==> src/sv/rmt_pkg.sv <==
`timescale 1ns / 1ps

package rmt_pkg;

  // Default sizing of the tracker
  localparam int DEF_MAX_SAMPLES = 256;
  localparam int DEF_SAMPLE_BITS = 16;

  // Cells per group in the first level of the middle-entry select tree
  localparam int SEL_GROUP = 16;

endpackage

==> src/sv/rmt_cell.sv <==
`timescale 1ns / 1ps

// One slot of the sorted chain. On insert it keeps its value, takes the new
// sample, or takes its left neighbor's value, so the chain stays ascending.
module rmt_cell
  import rmt_pkg::*;
#(
  parameter int SW  = DEF_SAMPLE_BITS,
  parameter int CW  = $clog2(DEF_MAX_SAMPLES + 1),
  parameter int IDX = 0
) (
  input  logic                 clk,
  input  logic                 ins,
  input  logic signed [SW-1:0] x,
  input  logic        [CW-1:0] count,
  input  logic signed [SW-1:0] left_v,
  input  logic                 left_keep,
  output logic signed [SW-1:0] v,
  output logic                 keep
);

  logic occupied;

  assign occupied = CW'(IDX) < count;
  // equal entries stay put, so a new sample lands after them
  assign keep     = occupied && (v <= x);

  always_ff @(posedge clk) begin
    if (ins && !keep) begin
      v <= left_keep ? x : left_v;
    end
  end

endmodule

==> config.mk <==
export PLATFORM = sky130hd
export DESIGN_NAME = rmt_cell
export DESIGN_NICKNAME = d
export VERILOG_FILES = /design/src/sv/rmt_pkg.sv /design/src/sv/rmt_cell.sv
export SDC_FILE = /design/constraint.sdc
export NUM_CORES = 1
export LEC_CHECK = 0
export BUFFER_PORTS_ARGS = -buffer_cell sky130_fd_sc_hd__buf_2
export CAP_MARGIN = 20
export CORE_MARGIN = 1
export CORE_UTILIZATION = 40
export CTS_CLUSTER_SIZE = 24
export DETAILED_ROUTE_END_ITERATION = 12
export MAX_ROUTING_LAYER = met4
export PLACE_DENSITY = 0.72
export SYNTH_ARGS = -nofsm -noshare
export SYNTH_HDL_FRONTEND = slang
export SYNTH_SLANG_ARGS = --single-unit
==> constraint.sdc <==
create_clock -name clk -period 5.55 [get_ports clk]
set_input_delay 0.555 -clock clk [delete_from_list [all_inputs] [get_ports clk]]
set_output_delay 0.555 -clock clk [all_outputs]
set_load 0.005 [all_outputs]
==> out/metrics.yaml, run 1 <==
die_h_um: 56.6
syn_nets: 165
ys_seq_elements: 16
reg_top3: "v x16"
cts_hold_buf: 0
rsz0062_at_grt: "false"
drt-total-wl_um: 2570
num-nets-final: 228
post_synth_fa_ha_maj_area_fraction_pct: 16.8
die_w_um: 56.6
grt_pass1_vias: 1076
ys_warn_count: 0
num_antenna_cells: 0
cp-start-kind: "flip-flop"
drive_gt1_share_pct: 49.1
slew_viol_final: 0
finClkSkew_ps: 10.0
hp-class: "in2reg"
dieArea_sq_mm: 0.00320
cp_slowest_cell: "a2111oi_2"
gr-total-overflow: 0
antenna_found_initial: 0
wirelength_met1_um: 1030
grt_pass1_wl_um: 4470
synthSimpleGateAreaFrac_pct: 14.8
clock.fmax_mhz: 364
postCtsSetupBuffers: 0
rows: 19
hold_viol_final: 0
synth-seq-area-share_pct: 40.3
cap_violations: 0
path_buf_inv: 1
largest_register: "v"
clkLatencyLatePin_ps: 280
vias: 1029
critPathKind: "reg2out"
final-setup-viol-count: 0
pre_cts_slack_ps: 2550
first_pass_iters: 4
cts-buffers-inserted: 3
cpPeakStageDelay_ps: 440
synth_top_family_by_area: "adder cells"
layout_worst_path_cycle_share_pct: 49.5
vdd_ir_drop_max_v: 0.000141
p_per_area_mw_per_mm2: 206
min_period_ps: 2740
synthMuxAreaShare_pct: 15.1
synthXorXnorAreaFrac_pct: 0
path_delay_family: "compound AO/OA/AOI/OAI gates"
portBuffers: 60
multi_input_area_sq_um: 643
ctsResizeCount: 0
syn_avg_cell_area_sq_um: 11.4
crit_chain: "ha_1 -> nand4_2 -> a2111oi_2 -> nor4_1 -> a211oi_2 -> buf_2"
avgRoutedWirePerCell_um: 13.0
h-tree-depth: 1
drc: 0
power_leakage_nw: 0.756
top_layer: "met4"
ff_latch_area_sq_um: 480
via_per_inst: 5.20
gp_congestion: 0.806
grt_usage_pct: 18.2
cp.required_ps: 4990
syn_inst: 105
met2_length_um: 1390
run_status: "complete, no violations"
ios: 61
met3_length_um: 138
fill_cells: 247
start_util_pct: 42.9
netlist_area_sq_mm: 0.00119
worst_slew_margin_rel_pct: 47.5
grt_start_max_net_pins: 17
max_slew.worst_pin.slew_ps: 785
core_area_sq_mm: 0.00278
clkTransAtPathRegs_ps: 100
cts_tree: "yes"
fin_ws_ps: 2810
dp_hpwl_um: 2130
fin_setup_tns_ps: 0
cts.sinks: 16
cp.arrival_ps: 2190
drt-initial-drc-count: 36
cp_max_fo: 5
area_growth_pct: 29.9
final_antenna_net_count: 0
largest_register_ffs: 16
cts-root-buf: "clkbuf_4"
ctsLongestPathBuffers: 2
worst_setup_path_end_kind: "output port"
ys_types: 29
synth_compound_area_share_pct: 7.24
==> cell type report <==
type | instances | area share [%]
multi-input cells | 71 | 41.5
flip-flops and latches | 16 | 31.0
repair buffers | 60 | 19.4
inverters | 16 | 3.88
well taps | 31 | 2.50
clock buffers | 3 | 1.45
clock inverters | 1 | 0.242
==> path summary, 6_finish.rpt <==
| check | start | end | slack (ps) | depth (start not counted) |
|---|---|---|---|---|
| worst max-delay path | v[14]$_DFFE_PP_ | keep | 2810 | 6 |
| worst min-delay path | left_v[13] | v[13]$_DFFE_PP_ | 550 | 2 |
| worst max register to register | v[14]$_DFFE_PP_ | v[9]$_DFFE_PP_ | 2870 | 6 |
| worst min register to register | v[15]$_DFFE_PP_ | v[0]$_DFFE_PP_ | 1550 | 4 |
==> power breakdown <==
group | internal, W | leakage [nW] | switching [W]
registers | 0.000151 | 0.152 | 0.00000623
clock network | 0.0000260 | 0.0154 | 0.0000363
logic | 0.0000487 | 0.589 | 0.0000510
total | 0.000225 | 0.756 | 0.0000935
==> cells by family (layout without fill, tap and decap cells) <==
logic type / count (synthesis) / after routing
buffers and inverters: 18 / 80
flip-flops: 16 / 16
adder cells (fa/ha/maj): 16 / 16
AO/OA/AOI/OAI: 11 / 11
multiplexers: 16 / 16
AND/OR/NAND/NOR: 28 / 28
==> worst register-to-register path: stages, from the launching register on <==
cell and delay, ps:
edfxtp_1 410, ha_1 360, nand4_2 160, nor2_1 50, a21o_1 190, or4_1 530, nand3_1 610
==> Yosys cell counts <==
master,instances,share of area (%)
a21oi_2,1,0.73
and4_1,1,0.73
a211oi_2,1,1.0
nand4b_1,1,0.73
nand3_1,3,1.3
nand2_1,5,1.6
a2111oi_2,1,1.3
ha_1,16,17
or2_1,1,0.52
clkbuf_1,1,0.31
o21ai_0,1,0.42
or2b_1,1,0.63
nor2_1,3,0.94
edfxtp_1,16,40
o21ai_1,1,0.42
nand4_2,2,2.1
mux2_1,4,3.8
a21oi_1,4,1.7
nor4_2,1,1.0
buf_2,1,0.42
nor4_1,3,1.6
or4_1,1,0.63
nand4_1,3,1.6
nor3_1,1,0.42
a21o_1,1,0.63
inv_1,16,5.0
nor2b_1,2,1.0
mux2_2,12,11
o211ai_2,1,1.0
==> metal layers <==
metal,vias up,global-route usage [%]
li1,513,-
met1,474,20.2
met2,40,33.4
met3,2,2.53
met4,0,5.23
met5,-,-
==> metrics by stage <==
step                      utilization (%)  hold WS [ps]  cells  total power, W  cell area [sq um]
after floorplan                         -           756    105        0.000217               1190
after global placement               54.7           845    194        0.000255               1520
after detailed placement             54.7           846    194        0.000260               1520
after CTS                            55.7           545    198        0.000323               1550
after global routing                 55.7           552    198        0.000340               1550
final                                55.7           551    198        0.000319               1550
==> cells in the final DEF (no fill, tap or decap), drive strengths merged, types with 2 or more instances in the layout <==
| cell | n |
|---|---|
| inv | 16 |
| a21oi | 5 |
| nand4 | 5 |
| nor2 | 3 |
| edfxtp | 16 |
| nand3 | 3 |
| nand2 | 5 |
| nor2b | 2 |
| buf | 60 |
| clkbuf | 3 |
| ha | 16 |
| mux2 | 16 |
| o21ai | 2 |
| nor4 | 4 |
Power figures use the tool's default switching activity.
==> run 2, diff against run 1 <==
- clock period: 5.55 -> 2.9 ns (I/O delays scaled with it)
==> run 2 against run 1 <==
Sequential share of layout area down 0.15 points; clock power up 100%; die area stayed put; cell count up 0.51%; clock skew is 1.8 ps lower; core utilization grew 0.27 points; via count down 1.6%; largest cell class unchanged.
==> out/metrics.yaml, run 2 (synthesis results as in run 1) <==
run_status: "complete, no violations"
rrSetupSlack_ps: 430
gp_congestion: 0.779
fin_setup_tns_ps: 0
drc: 0
largest_register_ffs: 16
final_common_cell: "buf_2"
via_per_inst: 5.09
worst_setup_path_end_kind: "output port"
dieArea_sq_mm: 0.00320
holdPathStages: 2
portBuffers: 60
num-nets-final: 229
largest_register: "v"
cts_hold_buf: 0
layout_worst_path_cycle_share_pct: 85.2
critPathKind: "reg2out"
drt-total-wl_um: 2620
cp-start-kind: "flip-flop"
vias: 1013
finClkSkew_ps: 8.20
reg2reg_to: "v[14]$_DFFE_PP_"
grt_start_max_net_pins: 17
vdd_ir_drop_max_v: 0.000371
ctsResizeCount: 0
hold_path.startpoint: "left_v[15]"
num_antenna_cells: 0
grt_pass1_wl_um: 4530
power_leakage_nw: 0.761
worst_slew_margin_rel_pct: 71.6
rows: 19
final-setup-viol-count: 0
core_area_sq_mm: 0.00278
max_slew.worst_pin.slew_ps: 422
postCtsSetupBuffers: 0
drt-initial-drc-count: 22
antenna_found_initial: 0
min_period_ps: 2470
min_to: "v[15]$_DFFE_PP_"
grt_pass1_vias: 1065
cts.sinks: 16
cp_slowest_cell: "a2111oi_2"
reg2reg_depth: 7
grt_usage_pct: 19.0
clkLatencyLatePin_ps: 300
gr-total-overflow: 0
rsz0062_at_grt: "false"
dp.cells: 195
cp.arrival_ps: 2180
cts-root-buf: "clkbuf_4"
cp_max_fo: 4
die_w_um: 56.6
avgRoutedWirePerCell_um: 13.2
cp.required_ps: 2610
cap_violations: 0
first_pass_iters: 4
cpPeakStageDelay_ps: 480
drive_gt1_share_pct: 49.4
hold_viol_final: 0
die_h_um: 56.6
h-tree-depth: 1
reg_top3: "v x16"
area_growth_pct: 30.5
final_antenna_net_count: 0
ctsLongestPathBuffers: 2
p_per_area_mw_per_mm2: 398
clock.fmax_mhz: 405
slew_viol_final: 0
hp-class: "in2reg"
cts-buffers-inserted: 3
clkTransAtPathRegs_ps: 100
start_util_pct: 42.9
r2r_start: "v[15]$_DFFE_PP_"
crit_chain: "ha_1 -> nand4_1 -> a2111oi_2 -> nor4_1 -> a211oi_2 -> buf_2"
finalNonFillerCells: 199
ios: 61
cts_tree: "yes"
final_cell_mix: "60 x buf_2, 16 x inv_1, 16 x ha_1, 16 x edfxtp_1, 12 x mux2_2"
-- run 2: cell count changes in the layout (fill, tap and decap cells not counted) --
cell / change
buf_4: +1
-- run 2: power by group --
part | leakage (nW) | internal, W | switching (W) | total (W)
Clock | 0.0154 | 0.0000502 | 0.0000767 | 0.000127
Sequential | 0.152 | 0.000287 | 0.0000113 | 0.000299
Combinational | 0.594 | 0.0000959 | 0.0000975 | 0.000193
Total | 0.761 | 0.000433 | 0.000185 | 0.000619
-- run 2: cell type report --
type                       count  area, sq um
clock buffer                   3         22.5
sequential                    16          480
tap                           31         38.8
clock inverter                 1         3.75
inverter                      16         60.1
timing repair buffer          61          308
multi-input combinational     71          643
fill                         257         1220
-- run 2: routing by layer --
layer | vias up | track usage (%) | wire length (um)
met5 | - | - | 0
met3 | 5 | 1.61 | 112
met1 | 457 | 21.3 | 1070
li1 | 516 | - | -
met2 | 35 | 34.1 | 1390
met4 | 0 | 8.36 | 46
-- run 2: critical path, delay by kind of cell, from the launching register on --
kind | cells | cell delay [ps]
DFF | 1 | 400
AOI/OAI and AO/OA | 2 | 690
buffers and inverters | 1 | 150
and+or+nand+nor | 2 | 300
adders and majority gates | 1 | 340
-- run 2: worst max-delay path by stage --
stage | start | end | cells after the start
6_report | v[7]$_DFFE_PP_ | keep | 6
5_1_grt | v[15]$_DFFE_PP_ | keep | 6
4_1_cts | v[7]$_DFFE_PP_ | keep | 6
3_5_place_dp | x[15] | v[9]$_DFFE_PP_ | 9
3_3_place_gp | x[15] | v[10]$_DFFE_PP_ | 9
2_1_floorplan | v[7]$_DFFE_PP_ | v[0]$_DFFE_PP_ | 6
-- run 2: metrics by stage --
step	hold WS [ps]	setup slack (ps)	total power [W]	instance area (sq um)	util, %
floorplan	491	481	0.000415	1190	-
finish	277	429	0.000619	1560	56.0
CTS	266	405	0.000627	1560	56.0
global placement	581	458	0.000490	1530	55.0
global route	277	260	0.000663	1560	56.0
detailed placement	583	399	0.000500	1530	55.0
==> run 3, diff against run 2 <==
==> constraint.sdc (replaced) <==
create_clock -name clk -period 2.9 [get_ports clk]
set_input_delay 0.145 -clock clk [delete_from_list [all_inputs] [get_ports clk]]
set_output_delay 0.145 -clock clk [all_outputs]
set_load 0.005 [all_outputs]
==> run 3 against run 2 <==
Register-to-register slack is essentially flat; hold slack lost 150 ps; clock power shrank 3%; largest power group unchanged; critical endpoint is now v[12]$_DFFE_PP_.
==> out/metrics.yaml, run 3 (synthesis results as in run 1) <==
run_status: "complete, no violations"
die_w_um: 56.6
largest_register_ffs: 16
critPathKind: "reg2reg"
cts.sinks: 16
gp_congestion: 0.748
clkLatencyLatePin_ps: 290
cp-start-kind: "flip-flop"
final_antenna_net_count: 0
p_per_area_mw_per_mm2: 394
dp_hpwl_um: 2140
critPathLaunch: "v[15]$_DFFE_PP_"
power_leakage_nw: 0.761
first_pass_iters: 3
cp.required_ps: 2900
slew_viol_final: 0
final-setup-viol-count: 0
worst_slew_margin_rel_pct: 71.0
antenna_found_initial: 0
final_cell_mix: "60 x buf_2, 16 x inv_1, 16 x ha_1, 16 x edfxtp_1, 12 x mux2_2"
fin_ws_ps: 422
postCtsSetupBuffers: 0
drive_gt1_share_pct: 49.4
clkTransAtPathRegs_ps: 100
dieArea_sq_mm: 0.00320
ios: 61
rsz0062_at_grt: "false"
reg2reg_depth: 7
drt-initial-drc-count: 23
gr-total-overflow: 0
num-nets-final: 229
r2r_start: "v[15]$_DFFE_PP_"
hp-class: "in2reg"
reg_top3: "v x16"
grt_pass1_vias: 1018
drt-total-wl_um: 2500
clock.fmax_mhz: 404
min_period_ps: 2480
cap_violations: 0
final_common_cell: "buf_2"
reg2reg_to: "v[12]$_DFFE_PP_"
hold_viol_final: 0
final_area_sq_mm: 0.00156
grt_start_max_net_pins: 17
rrSetupSlack_ps: 420
cts_tree: "yes"
avgRoutedWirePerCell_um: 12.6
post_dp_cell_area_sq_mm: 0.00153
cts_hold_buf: 0
start_util_pct: 42.9
drc: 0
ctsLongestPathBuffers: 2
area_growth_pct: 30.5
vdd_ir_drop_max_v: 0.000322
layout_worst_path_cycle_share_pct: 85.5
max_slew.worst_pin.slew_ps: 431
fin_total_pwr_w: 0.000613
largest_register: "v"
cp.arrival_ps: 2470
num_antenna_cells: 0
vias: 1009
ctsResizeCount: 0
grt_pass1_wl_um: 4280
via_per_inst: 5.07
worst_setup_path_end_kind: "flip-flop"
rows: 19
grt_usage_pct: 17.8
core_area_sq_mm: 0.00278
pre_cts_slack_ps: 421
cts-root-buf: "clkbuf_4"
h-tree-depth: 1
cp_max_fo: 12
die_h_um: 56.6
fin_setup_tns_ps: 0
postLayoutCoreUtil_pct: 56.0
crit_end: "v[12]$_DFFE_PP_"
cts-buffers-inserted: 3
finClkSkew_ps: 5.81
portBuffers: 60
==> run 3: cell counts in the layout (fill, tap and decap cells not counted) <==
Identical to the previous run, type by type.
==> run 3: worst min-delay path by stage <==
stage	startpoint	to	slack (ps)	cells past startpoint
2_1_floorplan	left_v[0]	v[0]$_DFFE_PP_	350	1
3_3_place_gp	left_v[15]	v[15]$_DFFE_PP_	430	2
3_5_place_dp	left_v[13]	v[13]$_DFFE_PP_	430	2
4_1_cts	left_v[15]	v[15]$_DFFE_PP_	130	2
5_1_grt	left_v[13]	v[13]$_DFFE_PP_	130	2
6_report	left_v[13]	v[13]$_DFFE_PP_	130	2
==> run 3: metrics by stage <==
stage | cells | hold WS (ps)
finish | 199 | 132
floorplan | 105 | 346
detailed placement | 195 | 431
global placement | 195 | 433
CTS | 199 | 126
global route | 199 | 131
==> run 3: report_power, final <==
group / internal (W) / leakage, nW / switching (W)
clock network: 0.0000501 / 0.0154 / 0.0000730
logic: 0.0000956 / 0.594 / 0.0000954
registers: 0.000287 / 0.152 / 0.0000118
total: 0.000433 / 0.761 / 0.000180
==> run 3: cell type report <==
cell class / count / area, sq um
clock buffer: 3 / 22.5
clock inverter: 1 / 3.75
fill: 256 / 1220
inverter: 16 / 60.1
multi-input combinational: 71 / 643
sequential: 16 / 480
tap: 31 / 38.8
timing repair buffer: 61 / 308
==> run 3: metal layers <==
metal / vias to the layer above / GRT usage, % / wire length, um
li1: 518 / - / -
met1: 451 / 19.8 / 1020
met2: 36 / 31.3 / 1340
met3: 4 / 3.00 / 112
met4: 0 / 7.32 / 31
met5: - / - / 0
==> run 3: critical path, stage by stage, from the launching register on <==
cell and delay (ps):
edfxtp_1 430, ha_1 350, nand4_2 150, nor2_1 60
a21o_1 180, or4_1 530, nand3_1 220, buf_4 260
